==> src/rtl/bwua_pkg.sv <==
// Shared types, register indexes and saturating helpers for the barycenter weight update block.
package bwua_pkg;

  localparam logic [2:0] REG_NUM_POINTS = 3'd0;
  localparam logic [2:0] REG_HALF_STEP  = 3'd1;
  localparam logic [2:0] REG_STEP_P2W   = 3'd2;
  localparam logic [2:0] REG_RECIP      = 3'd3;
  localparam logic [2:0] REG_WIN_WIDTH  = 3'd4;

  typedef struct packed {
    logic vld;
    logic first;
  } scan_ctl_t;

  function automatic logic signed [31:0] sat32(input logic signed [35:0] v);
    logic signed [31:0] r;
    if (v > 36'sh0_7FFF_FFFF) begin
      r = 32'sh7FFF_FFFF;
    end else if (v < -36'sh0_8000_0000) begin
      r = 32'sh8000_0000;
    end else begin
      r = v[31:0];
    end
    return r;
  endfunction

  function automatic logic [15:0] inc16(input logic [15:0] c);
    return (c == 16'hFFFF) ? c : c + 16'd1;
  endfunction

  function automatic logic [15:0] dec16(input logic [15:0] c);
    return (c == 16'h0000) ? c : c - 16'd1;
  endfunction

endpackage

==> src/rtl/bwua_argmin.sv <==
// Running minimum tracker fed one weight per cycle during the scan.
module bwua_argmin #(
  parameter int IW = 10
) (
  input  logic                clk,
  input  bwua_pkg::scan_ctl_t ctl,
  input  logic signed [31:0]  data,
  input  logic [IW-1:0]       idx,
  output logic [IW-1:0]       best_idx
);

  logic signed [31:0] min_r;
  logic [IW-1:0]      idx_r;

  // Strict less-than keeps the lowest index on ties.
  always_ff @(posedge clk) begin
    if (ctl.vld && (ctl.first || data < min_r)) begin
      min_r <= data;
      idx_r <= idx;
    end
  end

  assign best_idx = idx_r;

endmodule

==> config.mk <==
export PLATFORM = sky130hd
export DESIGN_NAME = bwua_argmin
export DESIGN_NICKNAME = d
export VERILOG_FILES = /design/src/rtl/bwua_pkg.sv /design/src/rtl/bwua_argmin.sv
export SDC_FILE = /design/constraint.sdc
export NUM_CORES = 1
export LEC_CHECK = 0
export BUFFER_PORTS_ARGS = -buffer_cell sky130_fd_sc_hd__buf_2
export CAP_MARGIN = 20
export CELL_PAD_IN_SITES_DETAIL_PLACEMENT = 1
export CELL_PAD_IN_SITES_GLOBAL_PLACEMENT = 1
export CORE_ASPECT_RATIO = 1.5
export CORE_MARGIN = 2
export CORE_UTILIZATION = 25
export CTS_BUF_LIST = sky130_fd_sc_hd__clkbuf_8
export DETAILED_ROUTE_END_ITERATION = 6
export PLACE_DENSITY = 0.55
export SETUP_SLACK_MARGIN = 0.2
export SLEW_MARGIN = 0
export SYNTH_ARGS = -nofsm -noshare
export SYNTH_HDL_FRONTEND = slang
export SYNTH_SLANG_ARGS = --single-unit
==> constraint.sdc <==
create_clock -name clk -period 6.82 [get_ports clk]
set_input_delay 1.705 -clock clk [delete_from_list [all_inputs] [get_ports clk]]
set_output_delay 1.705 -clock clk [all_outputs]
set_load 0.01 [all_outputs]
# After elaboration in Yosys (flattened, before gate mapping)

Cells that the tools add are included.

Logic and storage cells: 5
Output and inout bits: 10
Register bits: 42
Latch bits: 0
ROM bits: 0
Bits in writable memories: 0
Memories: 0

Multiplexer cells: 0
Divide/modulo/power cells: 0
Bitwise gates (word level): 0
Order comparisons: 1
Reduce and logical (&&, ||, !) cells: 2
$add $sub $neg: 0
Shift-type cells: 0
Multiply operators: 0
Equality and inequality tests: 0

Operator list:

| operator                    | count |
|---|---|
| less-than comparator 32 bit | 1 |
| logical AND 1 bit           | 1 |
| logical OR 1 bit            | 1 |

# Logic depth before layout (Yosys ltp)

Gate-level depths: netlist (run 1).

Depth after elaboration: 3
Depth in mapped cells: 7
Mapped depth without buffers: 7

# Worst setup path after synthesis (run 1)

OpenSTA, ideal clock, no wires.

Path kind: input port to flip-flop
Start: in data[30]
End: reg idx_r[0] (netlist: best_idx[0]), enable pin
Buffers on the path: 0
Path slack: 0.908 ns
Data arrival time: 5.434 ns
Library setup time: 0.478 ns
Stages on the path: 6
Data required time: 6.342 ns
Path through: ha_1 a21oi_1 nand2_1 a221o_1 o21a_1 a2111oi_2

Word-level cells in the longest chain between the ends: 3

RTL lines:

| item                        | line              | text |
|---|---|---|
| start, declared             | bwua_argmin.sv:7  | `input logic signed [31:0] data,` |
| less-than comparator 32 bit | bwua_argmin.sv:17 | `if (ctl.vld && (ctl.first \|\| data < min_r)) begin` |
| logical OR 1 bit            | bwua_argmin.sv:17 |  |
| logical AND 1 bit           | bwua_argmin.sv:17 |  |
| end signal, assigned        | bwua_argmin.sv:19 | `idx_r <= idx;` |
| end, declared               | bwua_argmin.sv:13 | `logic [IW-1:0] idx_r;` |

Every way passes these cells.
A chain may end at the register's enable or synchronous reset.

# Final worst setup path (run 1)

Start: in data[30]
End: reg min_r[18], enable pin

Word-level cells in the longest chain between the ends: 3

RTL lines:

| item                        | line              | text |
|---|---|---|
| less-than comparator 32 bit | bwua_argmin.sv:17 |  |
| logical OR 1 bit            | bwua_argmin.sv:17 |  |
| logical AND 1 bit           | bwua_argmin.sv:17 |  |
| end signal, assigned        | bwua_argmin.sv:18 | `min_r <= data;` |
| end, declared               | bwua_argmin.sv:12 | `logic signed [31:0] min_r;` |

Every way passes these cells.

==> results of run 1 <==
==> stage by stage <==
step	total power [mW]	hold slack, ps	worst slack (ps)	util (%)
3_5_place_dp	0.413	1140	2090	31.1
2_1_floorplan	0.374	1300	908	-
6_report	0.558	1140	2460	32.2
4_1_cts	0.573	1150	2410	32.2
5_1_grt	0.596	1200	2240	32.2
3_3_place_gp	0.411	1100	2180	31.1
==> synthesized netlist by cell type <==
cell type and n:
a31o_1 1, nand2b_4 1, nand3_1 1, a21oi_1 14
and4_1 2, nor4_1 1, nand2b_1 1, a221o_1 1
o21a_1 2, nor2_1 3, nand4_1 4, nor3_1 1
ha_1 31, o2bb2ai_1 2, inv_1 32, or4_1 1
a2111oi_2 1, o21ai_0 6, nand2_1 9, nor2b_1 1
a2111o_1 1, edfxtp_1 42
==> sequential cells by signal, summed over array words and instances, names as in the netlist <==
signal,count
best_idx,10
min_r,32
==> layer usage <==
metal | GRT usage (%) | vias up | part of all wire [%]
li1 | - | 695 | -
met1 | 10.4 | 635 | 41
met2 | 17.2 | 30 | 52
met3 | 2.73 | 4 | 5.4
met4 | 4.21 | 2 | 1.1
met5 | 0 | - | 0.28
==> cell type report <==
cell class,instances,area share [%]
Clock inverter,3,0.628
Inverter,32,4.64
Multi-Input combinational cell,84,27.6
Sequential cell,42,48.7
Clock buffer,5,2.66
Tap cell,105,5.07
Timing Repair Buffer,55,10.7
==> power breakdown <==
group | switching, mW | total [mW] | leakage, nW | internal, mW
clock network | 0.0844 | 0.155 | 0.0416 | 0.0701
registers | 0.00487 | 0.315 | 0.403 | 0.310
logic | 0.0508 | 0.0888 | 0.723 | 0.0380
total | 0.140 | 0.558 | 1.17 | 0.418
==> tightest hold or removal path: cells and delay by family, from the launching register on <==
family | cells | cell delay [ps]
fa+ha+maj | 1 | 130
buf+inv | 1 | 60
flops | 1 | 360
compound gates | 3 | 410
==> worst max-delay path by stage <==
stage / startpoint / endpoint / slack, ps / cells after the start
floorplan: data[30] / best_idx[0] / 910 / 6
global placement: data[30] / best_idx[3] / 2180 / 8
detailed placement: data[30] / best_idx[1] / 2090 / 8
CTS: data[30] / min_r[7] / 2410 / 8
global route: data[31] / best_idx[5] / 2240 / 8
finish: data[30] / min_r[18] / 2460 / 8
==> logic make-up after synthesis <==
group                      share of synthesized area [%]
DFF                                                 60.5
buffers and inverters                               5.76
adders and majority gates                           18.6
AOI/OAI and AO/OA                                   8.52
and+or+nand+nor                                     6.60
==> impl_metrics.toml, run 1 <==
[run_status]
run_status = "complete, no violations"

[hold_path]
hold_start = "min_r[31]"
hold_end = "min_r[17]"
hp-class = "reg2reg"
hold_depth = 5

[cells_and_area]
seq_area_um2 = 1260
diodes = 0
final_cells = 326
multi_input_area_um2 = 716
fillCellCount = 914
fin_area_um2 = 2590
most-common-layout-cells = "buf_2, edfxtp_1, inv_1"
final_common_cell = "buf_2"
syn_to_final_growth_pct = 24.3
drive_above_1_share_pct = 29.0
nets = 296

[floorplan]
std_cell_rows = 40
ioPinCount = 55
coreArea_um2 = 8060
dieHeight_um = 116
die_area_um2 = 9100
die_w_um = 78.6
initial_core_util_pct = 25.9

[timing]
period_needed_ps = 4360
hold_viol_final = 0
fin_skew_ps = 7.61
fmax_mhz = 229
timing.final.crit_share_pct = 63.9
slew_headroom_pct = 42.4
worstMarginPinSlew_ps = 864
setup_tns_ps = 0
setup_viol = 0
finalMaxSlewViolations = 0
rsz0062_at_grt = "false"

[placement]
routabilityCongestion = 0.716
io_buffers = 54
place_hpwl_mm = 3.24
dpl_cell_area_um2 = 2510
place_inst = 318

[power_and_ir_drop]
irDropWorstVdd_v = 0.0000807
p_leak_nw = 1.17
powerDensity_nw_per_um2 = 216

[global_route]
grt_max_degree = 33
grt_antenna_before_repair = 1
grt_pass1_vias = 1474
grt_overflow = 0
grt_util_all_layers_pct = 9.56
grt_pass1_wl_mm = 6.65

[critical_path]
reg2reg_slack_ps = 3660
crit_buf_inv = 2
ff2ff_path_depth = 8
crit_path_end_kind = "register"
crit_chain = "buf_2 > ha_1 > a21oi_1 > nand2_1 > a221o_1 > o21a_1 > a2111oi_4 > buf_4"
slowest_stage = "a2111oi_4"
crit_path_max_fanout = 32
cpPeakStageDelay_ps = 800
r2r_start = "min_r[30]"
path_class = "in2reg"
cp-start-kind = "primary input"
critPathTopFamily = "compound AO/OA/AOI/OAI gates"
required_ps = 6760
r2r-end = "min_r[18]"
crit_arrival_ps = 4300

[clocking]
cts-root-buf = "clkbuf_8"
cts_max_path_buffers = 2
cts_tree = "done"
numClockSinks = 42
cts_setup_buffers = 0
numCtsBuffers = 5
clkLatencyLatePin_ps = 290
cts_resized = 0
h-tree-depth = 2
path_clk_slew_ps = 80
holdBufCountCts = 0

[yosys]
synth_top_area_cell = "edfxtp_1"
seq_area_frac_synth_pct = 60.5
ys_ff_latch = 42
syn_inst = 158
synth_area_leaders = "edfxtp_1, ha_1, inv_1, a21oi_1, nand2_1"
synth.net_count = 234
yosysWarnings = 0
syn_area_um2 = 2080
synth.distinct_cells = 22
synth.top_cell.area_share_pct = 60.5
synth.avg_cell_area_um2 = 13.2

[run]
maxCapViolations = 0

[drt]
ant_nets = 0
via_count = 1366
firstDrtPassIters = 4
wl_per_cell_um = 12.3
finalWirelength_mm = 4.00
drt_iter0_drc = 15
drc = 0
via_per_inst = 4.19
Power figures use the tool's default switching activity.
==> inputs of run 2 (changes only) <==
Settings changed: ABC_AREA set to 1, PLACE_DENSITY 0.55 to 0.58.
Clock period 6.82 ns to 3.8 ns, I/O delays scaled along.
==> run 2 against run 1 <==
- power is 79% higher
- non-clock buffer count grew 1
- highest routed layer is now met4
- sequential power is 78% higher
- synthesized area rose by 1.8%
- clock skew is 4.1 ps lower
- global-route usage decreased by 0.18 points
- wire length grew 0.98%
- register-to-register slack worse by 2000 ps
==> impl_metrics.toml, run 2 <==
[drt]
ant_nets = 0
drt_iter0_drc = 34
via_count = 1462
firstDrtPassIters = 3
wl_per_cell_um = 11.4
via_per_inst = 4.13
drc = 0
finalWirelength_mm = 4.04

[placement]
dpl_cell_area_um2 = 2540
routabilityCongestion = 0.748
io_buffers = 54
place_hpwl_mm = 3.25

[floorplan]
die_w_um = 79.2
dieHeight_um = 117
ioPinCount = 55
initial_core_util_pct = 25.5
coreArea_um2 = 8310
std_cell_rows = 41
die_area_um2 = 9260

[clocking]
numCtsBuffers = 5
cts_tree = "done"
h-tree-depth = 2
cts_resized = 0
path_clk_slew_ps = 80
cts-root-buf = "clkbuf_8"
cts_max_path_buffers = 2
numClockSinks = 42
clkLatencyLatePin_ps = 290
holdBufCountCts = 0
cts_setup_buffers = 0

[yosys]
synth_area_leaders = "edfxtp_1, ha_1, inv_1, nand2_1, a21oi_1"
syn_inst = 183
synthArstFlopShare_pct = 0
ys_ff_latch = 42
synth.net_count = 259
syn_area_um2 = 2120
yosysWarnings = 0
synth_edf_count = 42
yosys-top-cells-count = "edfxtp_1, inv_1, nand2_1, ha_1, a21oi_1"
synth_flop_cell = "edfxtp_1"
seq_area_frac_synth_pct = 59.4
synth.distinct_cells = 13
synth_top_area_cell = "edfxtp_1"
synth.avg_cell_area_um2 = 11.6
synth.top_cell.area_share_pct = 59.4

[cells_and_area]
diodes = 0
largest_register_ffs = 32
final_common_cell = "buf_2"
largest_register = "min_r"
syn_to_final_growth_pct = 23.6
nets = 322
fillCellCount = 975
most-common-layout-cells = "buf_2, inv_1, edfxtp_1"
fin_area_um2 = 2620
drive_above_1_share_pct = 27.9

[global_route]
grt_util_all_layers_pct = 9.39
grt_antenna_before_repair = 0
grt_pass1_wl_mm = 6.72
grt_pass1_vias = 1533
grt_overflow = 0
grt_max_degree = 26

[timing]
slew_headroom_pct = 77.8
hold_ws_ps = 831
timing.final.crit_share_pct = 67.7
setup_viol = 0
hold_viol_final = 0
rsz0062_at_grt = "false"
fin_skew_ps = 3.48
setup_tns_ps = 0
fmax_mhz = 389
finalMaxSlewViolations = 0
worstMarginPinSlew_ps = 333
period_needed_ps = 2570

[critical_path]
required_ps = 3760
reg2reg_slack_ps = 1630
cp-start-kind = "primary input"
crit_path_max_fanout = 25
ff2ff_path_depth = 12
r2r_start = "min_r[19]"
crit_arrival_ps = 2540
r2r-end = "min_r[1]"
path_class = "in2reg"
crit_path_end_kind = "register"

[hold_path]
hold_depth = 1
hold_start = "idx[0]"
hp-class = "in2reg"
hold_end = "best_idx[0]"

[power_and_ir_drop]
totalPowerFinal_mw = 0.999
irDropWorstVdd_v = 0.000161
p_leak_nw = 1.27
powerDensity_nw_per_um2 = 381

[run]
maxCapViolations = 0

[run_status]
run_status = "complete, no violations"
==> run 2: cell types whose count changed in the layout (fill, tap and decap cells not counted), sizes merged, moves of 3 or more <==
cell and delta:
nand2 +24, nor2 +6, nand4 -3, inv +10, nand3 +3
==> run 2: metrics by stage <==
| stage | util, % | cells | setup slack [ps] |
|---|---|---|---|
| 2_1_floorplan | - | 183 | 667 |
| 3_3_place_gp | 30.6 | 346 | 897 |
| 3_5_place_dp | 30.6 | 346 | 875 |
| 4_1_cts | 31.6 | 354 | 1190 |
| 5_1_grt | 31.6 | 354 | 1040 |
| 6_report | 31.6 | 354 | 1230 |
==> run 2: worst max-delay path, cell delays in order <==
cell	delay [ps]
buf_2	110
ha_1	300
a21oi_1	160
o21ai_0	100
nand2_1	70
nand3_1	90
a21oi_2	150
nand3_1	80
nand3_1	80
nand2_1	50
clkinv_1	50
buf_4	310
==> run 2: where the power goes <==
group / switching (mW) / internal (mW) / leakage [nW]
clock: 0.156 / 0.124 / 0.0468
sequential: 0.00776 / 0.553 / 0.402
combinational: 0.0925 / 0.0657 / 0.825
==> run 2: worst max path at each step <==
stage                              to  cells after the start  slack [ps]  startpoint
final                        min_r[1]                     12        1230    data[19]
after global routing         min_r[8]                     14        1040    data[15]
after CTS                    min_r[1]                     12        1190    data[19]
after detailed placement     min_r[7]                     14         870     data[5]
after global placement       min_r[6]                     14         900     data[5]
after floorplan           best_idx[0]                     10         670    data[21]
==> run 2: layout make-up <==
type                    instances  area [µm²]  share of cell area, %
inverters                      42         158                   6.01
well taps                     107         134                   5.10
flip-flops and latches         42        1260                   48.1
multi-input cells              99         703                   26.8
clock buffers                   5        68.8                   2.62
clock inverters                 3        12.5                  0.477
repair buffers                 56         285                   10.9
==> run 2: kinds of logic after synthesis <==
logic type | count (synthesis) | share of synthesized area (%)
buffers and inverters | 42 | 7.43
adder cells (fa/ha/maj) | 31 | 18.3
AND/OR/NAND/NOR | 49 | 9.85
flip-flops | 42 | 59.4
AO/OA/AOI/OAI | 19 | 5.01
==> run 2: layer usage <==
| layer | up-vias | part of all wire (%) | track usage [%] | wire (µm) |
|---|---|---|---|---|
| li1 | 734 | - | - | - |
| met1 | 686 | 42 | 10.5 | 1690 |
| met2 | 35 | 51 | 16.9 | 2070 |
| met3 | 7 | 5.1 | 2.45 | 207 |
| met4 | 0 | 1.6 | 3.79 | 66 |
| met5 | - | 0 | 0 | 0 |
==> inputs of run 3 (changes only) <==
Clock period 3.8 ns to 2.36 ns, I/O delays scaled along.
==> run 3 against run 2 <==
- via count is 0.68% lower
- final area is 13% higher
- sequential share of layout area is 5.4 points lower
- sequential cell count stayed put
- sequential power is 61% higher
- highest routed layer unchanged
==> impl_metrics.toml, run 3 (synthesis results as in run 2) <==
[run_status]
run_status = "complete, no violations"

[floorplan]
die_area_um2 = 9260
die_w_um = 79.2
coreArea_um2 = 8310
ioPinCount = 55
dieHeight_um = 117
initial_core_util_pct = 25.5
std_cell_rows = 41

[timing]
setup_viol = 0
worstMarginPinSlew_ps = 180
fin_skew_ps = 5.58
setup_tns_ps = 0
timing.final.crit_share_pct = 88.9
fmax_mhz = 477
hold_viol_final = 0
slew_headroom_pct = 87.9
hold_ws_ps = 464
finalMaxSlewViolations = 0
period_needed_ps = 2100
rsz0062_at_grt = "true"

[critical_path]
crit_arrival_ps = 2160
crit_buf_inv = 3
r2r-end = "best_idx[2]"
cp-start-kind = "register"
crit_chain = "inv_1 > ha_4 > a21oi_2 > nor2_1 > nor2_1 > nand3_1 > a21oi_2 > nand2_1 > nand2_1 > nand3_1 > nand2_1 > clkinvlp_4 > buf_12"
reg2reg_slack_ps = 260
ff2ff_path_depth = 13
slowest_stage = "edfxtp_1"
cpMostUsedCell = "nand2_1"
cpPeakStageDelay_ps = 380
crit_path_max_fanout = 23
critPathTopFamily = "simple AND/OR/NAND/NOR gates"
r2r_start = "min_r[21]"
crit_path_end_kind = "register"
required_ps = 2420
path_class = "reg2reg"

[drt]
via_count = 1452
via_per_inst = 4.11
ant_nets = 0
finalWirelength_mm = 4.30
drt_iter0_drc = 26
drc = 0
firstDrtPassIters = 3
wl_per_cell_um = 12.2

[clocking]
h-tree-depth = 2
cts-root-buf = "clkbuf_8"
cts_tree = "done"
clkLatencyLatePin_ps = 300
numClockSinks = 42
path_clk_slew_ps = 80
cts_max_path_buffers = 2
numCtsBuffers = 5
holdBufCountCts = 0

[hold_path]
hold_start = "idx[9]"
hold_depth = 1
hold_end = "best_idx[9]"
hp-class = "in2reg"

[global_route]
grt_pass1_vias = 1555
grt_antenna_before_repair = 0
grt_util_all_layers_pct = 10.4
grt_pass1_wl_mm = 7.22
grt_overflow = 0
grt_max_degree = 24

[power_and_ir_drop]
powerDensity_nw_per_um2 = 604
clkPwrFrac_pct = 31.2
irDropWorstVdd_v = 0.000337
p_switching_mw = 0.443
seq_power_share_pct = 50.5
p_leak_nw = 1.29
power_frac_comb_pct = 18.3
totalPowerFinal_mw = 1.79
p_int_mw = 1.34
switching_share_pct = 24.8

[cells_and_area]
final_cells = 353
multi_input_area_um2 = 987
syn_to_final_growth_pct = 39.3
drive_above_1_share_pct = 38.6
largest_register_ffs = 32
fillCellCount = 934
diodes = 0
seq_area_um2 = 1260
largest_register = "min_r"
final_common_cell = "buf_2"
most-common-layout-cells = "buf_2, edfxtp_1, inv_1"
nets = 322

[placement]
place_hpwl_mm = 3.51
routabilityCongestion = 0.696
io_buffers = 54
place_inst = 346

[run]
maxCapViolations = 0
[run 3: area by class of cell]
class / instances / area share, %
clock inverter: 2 / 1.14
clock buffer: 5 / 2.33
sequential: 42 / 42.7
inverter: 42 / 5.46
tap: 107 / 4.53
multi-input combinational: 99 / 33.4
timing repair buffer: 56 / 10.5
[run 3: power groups by stage]
| stage | combinational, mW | sequential [mW] | clock, mW |
|---|---|---|---|
| 6_report | 0.327 | 0.903 | 0.557 |
| 2_1_floorplan | 0.189 | 0.926 | 0 |
| 3_5_place_dp | 0.339 | 0.921 | 0 |
| 4_1_cts | 0.341 | 0.904 | 0.586 |
| 3_3_place_gp | 0.327 | 0.919 | 0 |
| 5_1_grt | 0.389 | 0.909 | 0.605 |
[run 3: how the worst max path moves through the flow]
stage                     startpoint          end  slack, ps  depth (start not counted)
final                      min_r[21]  best_idx[2]        260                         13
after detailed placement     data[5]  best_idx[0]        -60                         15
after global placement       data[5]  best_idx[8]        -20                         15
after global routing        min_r[5]  best_idx[2]         30                         15
after CTS                   min_r[5]  best_idx[5]        220                         15
after floorplan              data[5]  best_idx[0]       -150                         13
[run 3: what timing repair did]
item / in CTS / in global routing
endpoints found under the setup margin: 0 / 42
resized for setup: 0 / 1
hold endpoints to repair: 0 / 0
buffers inserted: 0 / 0
[run 3: through the flow]
stage,worst slack (ps),instance area [µm²],util [%]
floorplan,-145,2410,-
global placement,-24.1,2850,34.3
detailed placement,-59.1,2850,34.3
CTS,223,2960,35.6
global route,27.5,2960,35.6
finish,261,2960,35.6
[run 3: layer usage]
metal	vias up	wire, µm	share of wire (%)	track usage [%]
met5	-	0	0	0
met4	0	113	2.6	5.86
met3	5	149	3.5	2.38
met2	31	2280	53	18.3
met1	684	1750	41	11.6
li1	732	-	-	-
[run 3: worst register-to-register path, cell delays in order (launching register included)]
cell	delay (ps)
edfxtp_1	380
inv_1	110
ha_4	210
a21oi_2	110
nor2_1	60
nor2_1	100
nand3_1	90
a21oi_2	170
nand2_1	70
nand2_1	60
nand3_1	60
nand2_1	110
clkinvlp_4	140
buf_12	180
